==> src/sv/ttw_pkg.sv <==
// ttw_pkg: shared types, sizes and codes for the text terminal writer.
// Used by every module of the block but ttw_ram; depends on nothing.
package ttw_pkg;

  localparam int unsigned MAX_COLS    = 128;
  localparam int unsigned MAX_ROWS    = 32;
  localparam int unsigned STORE_DEPTH = MAX_COLS * MAX_ROWS;
  localparam int unsigned ADDR_W      = $clog2(STORE_DEPTH);
  localparam int unsigned COUNT_W     = $clog2(STORE_DEPTH + 1);
  localparam int unsigned CELL_W      = 16;
  localparam int unsigned TAB_STOP    = 4;

  // operation codes
  localparam logic [1:0] OP_PUT   = 2'd0;
  localparam logic [1:0] OP_READ  = 2'd1;
  localparam logic [1:0] OP_CLEAR = 2'd2;

  // configuration register indexes
  localparam logic [1:0] CFG_COLS = 2'd0;
  localparam logic [1:0] CFG_ROWS = 2'd1;
  localparam logic [1:0] CFG_ATTR = 2'd2;

  // character codes
  localparam logic [7:0] CH_LF    = 8'h0A;
  localparam logic [7:0] CH_CR    = 8'h0D;
  localparam logic [7:0] CH_TAB   = 8'h09;
  localparam logic [7:0] CH_SPACE = 8'h20;

  localparam logic [7:0] OOB_ATTR = 8'h07;

  localparam logic [7:0] RST_COLS = 8'd80;
  localparam logic [5:0] RST_ROWS = 6'd25;
  localparam logic [7:0] RST_ATTR = 8'h07;

  typedef struct packed {
    logic [1:0] opcode;
    logic [7:0] char_code;
    logic [6:0] read_col;
    logic [4:0] read_row;
  } in_item_t;

  typedef struct packed {
    logic [7:0] cell_char;
    logic [7:0] cell_attr;
    logic [6:0] cursor_col;
    logic [4:0] cursor_row;
  } out_item_t;

  // screen geometry in use, after clamping
  typedef struct packed {
    logic [7:0]         cols;
    logic [5:0]         rows;
    logic [COUNT_W-1:0] total;
    logic [COUNT_W-1:0] last_base;
    logic [7:0]         attr;
  } geom_t;

endpackage

==> src/sv/ttw_cfg.sv <==
// ttw_cfg: configuration registers and clamped screen geometry.
// Depends on ttw_pkg.
module ttw_cfg import ttw_pkg::*; (
  input  logic       clk_i,
  input  logic       rst_ni,
  input  logic       cfg_valid_i,
  input  logic [1:0] cfg_index_i,
  input  logic [7:0] cfg_data_i,
  output geom_t      geom_o
);

  logic [7:0] cols_q, cols_d;
  logic [5:0] rows_q, rows_d;
  logic [7:0] attr_q, attr_d;
  logic [7:0] cols_use;
  logic [5:0] rows_use;
  logic [COUNT_W-1:0] total;

  always_comb begin
    cols_d = cols_q;
    rows_d = rows_q;
    attr_d = attr_q;
    if (cfg_valid_i) begin
      unique case (cfg_index_i)
        CFG_COLS: cols_d = cfg_data_i;
        CFG_ROWS: rows_d = cfg_data_i[5:0];
        CFG_ATTR: attr_d = cfg_data_i;
        default: ;
      endcase
    end
  end

  always_ff @(posedge clk_i or negedge rst_ni) begin
    if (!rst_ni) begin
      cols_q <= RST_COLS;
      rows_q <= RST_ROWS;
      attr_q <= RST_ATTR;
    end else begin
      cols_q <= cols_d;
      rows_q <= rows_d;
      attr_q <= attr_d;
    end
  end

  // zero reads as one, oversize saturates
  always_comb begin
    if (cols_q == '0) begin
      cols_use = 8'd1;
    end else if (cols_q > MAX_COLS) begin
      cols_use = 8'(MAX_COLS);
    end else begin
      cols_use = cols_q;
    end
    if (rows_q == '0) begin
      rows_use = 6'd1;
    end else if (rows_q > MAX_ROWS) begin
      rows_use = 6'(MAX_ROWS);
    end else begin
      rows_use = rows_q;
    end
  end

  assign total = COUNT_W'(rows_use) * COUNT_W'(cols_use);

  assign geom_o.cols      = cols_use;
  assign geom_o.rows      = rows_use;
  assign geom_o.total     = total;
  assign geom_o.last_base = total - COUNT_W'(cols_use);
  assign geom_o.attr      = attr_q;

endmodule

==> config.mk <==
export PLATFORM = sky130hd
export DESIGN_NAME = ttw_cfg
export DESIGN_NICKNAME = d
export VERILOG_FILES = /design/src/sv/ttw_pkg.sv /design/src/sv/ttw_cfg.sv
export SDC_FILE = /design/constraint.sdc
export NUM_CORES = 1
export LEC_CHECK = 0
export ABC_CLOCK_PERIOD_IN_PS = 7000
export BUFFER_PORTS_ARGS = -buffer_cell sky130_fd_sc_hd__buf_2
export CAP_MARGIN = 20
export CORE_ASPECT_RATIO = 0.9
export CORE_MARGIN = 3
export CORE_UTILIZATION = 45
export CTS_CLUSTER_SIZE = 8
export DETAILED_ROUTE_END_ITERATION = 8
export PLACE_DENSITY = 0.74
export SLEW_MARGIN = 30
export SYNTH_ARGS = -nofsm -noshare
export SYNTH_HDL_FRONTEND = slang
export SYNTH_SLANG_ARGS = --single-unit
==> constraint.sdc <==
create_clock -name clk_i -period 7 [get_ports clk_i]
set_input_delay 0.7 -clock clk_i [delete_from_list [all_inputs] [get_ports clk_i]]
set_output_delay 0.7 -clock clk_i [all_outputs]
set_load 0.01 [all_outputs]
==> reports/metrics.csv <==
stage,metric,value,unit
status,status,"finished, final reports clean",
detailed_routing,drt_iter0_markers,96,
yosys,synthSimpleGateAreaFrac,0.167,
timing,period_needed,6.59,ns
place,io_buffer_count,60,
setup_path,worstReg2RegEnd,cols_q[7]$_DFFE_PN0P_,
detailed_routing,vias,2277,
yosys,synthCells,298,
hold_path,hold_path_class,input pin to asynchronous set/reset pin,
clock_tree,cts.clk_slew.worst_paths,0.08,ns
clock_tree,post_cts_buffers,0,
yosys,ys_seq_area_frac,0.205,
clock_tree,clock_latency,0.26,ns
global_routing,overflow,0,
power_and_ir_drop,finalPower,0.00137,W
yosys,synthXorXnorAreaFrac,0.0639,
clock_tree,htreeDepth,1,
timing,setup_ws,0.406,ns
timing,slew_headroom,0.471,
timing,holdWs,0.377,ns
place,place.gp.congestion,0.873,
yosys,synthMuxAreaShare,0.0863,
yosys,synthAdderAreaFrac,0.311,
detailed_routing,drcViolationCount,0,
timing,fmax,152,MHz
floorplanning,core_area,5790,sq um
floorplanning,die_y,80.0,um
global_routing,grt_max_degree,23,
detailed_routing,postRouteAntennaNets,0,
timing,worstMarginPinSlew,0.793,ns
global_routing,grt_antenna_before_repair,0,
timing,report.final.slew_viol_count,0,
yosys,synth_compound_area_frac,0.0904,
yosys,synth-warning-count,0,
place,dp_hpwl,5.32,mm
setup_path,start_kind,flip-flop,
layout,antenna_cells,0,
layout,final_util,0.548,
setup_path,worstReg2RegStart,cols_q[7]$_DFFE_PN0P_,
detailed_routing,viasPerCell,5.33,
yosys,synthesis.area,2740,sq um
detailed_routing,avgRoutedWirePerCell,14.8,um
setup_path,rr_worst_depth,2,
floorplanning,rows,26,
clock_tree,cts_resized,0,
clock_tree,cts_made_buffers,3,
timing,setup_tns,0,ns
power_and_ir_drop,leakage,1.64,nW
global_routing,track_usage,0.191,
setup_path,crit_path_end_kind,primary output,
timing,fin_skew,0,ns
global_routing,grt_pass1_wl,10.7,mm
yosys,synth_cell_types,40,
clock_tree,clock-sinks,22,
layout,syn_to_final_growth,15.9,%
place,place_ws,0.737,ns
flow_run,cap_violations,0,
clock_tree,root_buffer,clkbuf_8,
floorplanning,io_pins,61,
setup_path,r2r_slack,5.77,ns
setup_path,required,6.30,ns
setup_path,arrival,5.89,ns
timing,hold_viol_final,0,
yosys,synth_nets,364,
layout,final_nets,424,
yosys,syn_area_per_cell,9.20,sq um
global_routing,grt_pass1_vias,2331,
yosys,synth_top_family_by_area,adder cells,
setup_path,worstPathMaxFanout,11,
layout,drive_above_1_share,0.277,
detailed_routing,wirelength,6.31,mm
power_and_ir_drop,power.density,431,nW/um^2
timing,period_share,0.942,
detailed_routing,dr.pass1.iters,5,
clock_tree,cts_tree,yes,
floorplanning,dieArea,7060,sq um
yosys,ys_ff_latch,22,
setup_path,crit_type,flip-flop to primary output,
timing,rsz0062_at_grt,false,
clock_tree,cts_hold_buffers,0,
floorplanning,start_util,0.473,
floorplanning,die_w,88.3,um
clock_tree,clock_path_buffers,2,
power_and_ir_drop,ir_drop,172,uV
timing,finalSetupViolCount,0,
## metal layers
metal	up-vias	GRT usage	routed length (um)
met1	1114	0.252	2840
li1	1088	-	-
met4	0	0.0423	73
met3	7	0.0196	344
met5	-	0	0
met2	68	0.336	3050
## report_power, final
group	internal [W]	switching, W	leakage, nW
sequential	0.000157	0.0000202	0.250
combinational	0.000463	0.000611	1.36
clock	0.0000764	0.0000412	0.0357
## cells by family (layout without fill, tap and decap cells)
group                      after synthesis  count (layout)
AOI/OAI and AO/OA                       38              38
xor gates and xnor gates                20              20
adders and majority gates               53              53
buffers and inverters                   55             114
DFF                                     22              22
muxes                                   21              21
and+or+nand+nor                         89              89
## flip-flops by register name, indices dropped and copies added, names as in the netlist
name,cells
attr_q,8
cols_q,8
rows_q,6
## through the flow
stage | instance area [sq um] | std cells
finish | 3180 | 427
global route | 3180 | 427
CTS | 3180 | 427
detailed placement | 3100 | 423
global placement | 3100 | 423
floorplan | 2740 | 298
## area by class of cell
| type | instances | area [sq um] |
|---|---|---|
| fillers | 511 | 2620 |
| multi-input cells | 221 | 1970 |
| flip-flops and latches | 22 | 561 |
| repair buffers | 60 | 300 |
| inverters | 50 | 188 |
| well taps | 70 | 87.6 |
| clock buffers | 3 | 41.3 |
| clock inverters | 1 | 30.0 |
## synth_stat cells, drive strengths merged
library cell	number	area, sq um
or4	1	7.51
inv	49	184
o31a	2	17.5
clkinv	1	3.75
fa	25	500
xor2	5	43.8
o21ai	6	30.0
a31oi	3	18.8
nor3	3	15.0
nor2b	6	45.0
a21oi	12	60.1
nor3b	1	12.5
nand3	1	5.00
dfrtp	14	350
o21a	4	30.0
nor4	3	33.8
xnor2	15	131
a31o	1	8.76
o211ai	3	22.5
nor2	23	86.3
a21boi	1	7.51
nand3b	3	22.5
or3	1	11.3
a21o	3	22.5
o2111ai	2	17.5
mux2	21	236
dfstp	8	210
buf	3	16.3
ha	28	350
clkbuf	2	7.51
and2	9	56.3
nand2b	7	43.8
and3	1	6.26
a211oi	1	12.5
nand2	30	113
## placed cells by master, fill, tap and decap left out, types with 12 or more instances in the layout
cell / count
xnor2_1: 15
inv_1: 49
fa_1: 25
a21oi_1: 12
buf_2: 60
ha_1: 28
dfrtp_1: 14
nor2_1: 23
mux2_2: 21
nand2_1: 30
## critical path, stage by stage, from the launching register on
cell	delay (ns)
dfrtp_1	0.39
or4_1	0.52
a21oi_1	0.66
nand2_1	0.17
fa_1	0.53
fa_1	0.44
fa_1	0.54
inv_1	0.04
ha_1	0.34
a21oi_1	0.20
xnor2_1	0.17
ha_1	0.32
a21o_1	0.19
o31a_1	0.31
or3_4	0.36
nor4_4	0.16
xor2_1	0.15
buf_2	0.14
## worst max-delay path by stage
stage | depth (start not counted) | from | end | slack, ns
after detailed placement | 17 | rows_q[1]$_DFFE_PN0P_ | geom_o[20] | 0.74
after floorplan | 17 | rows_q[1]$_DFFE_PN0P_ | geom_o[20] | 1.28
final | 17 | rows_q[1]$_DFFE_PN0P_ | geom_o[20] | 0.41
after CTS | 17 | rows_q[1]$_DFFE_PN0P_ | geom_o[20] | 0.43
after global routing | 20 | rows_q[1]$_DFFE_PN0P_ | geom_o[20] | 0.04
after global placement | 17 | rows_q[1]$_DFFE_PN0P_ | geom_o[20] | 0.92
No activity file was read; power rests on OpenSTA's default activity.
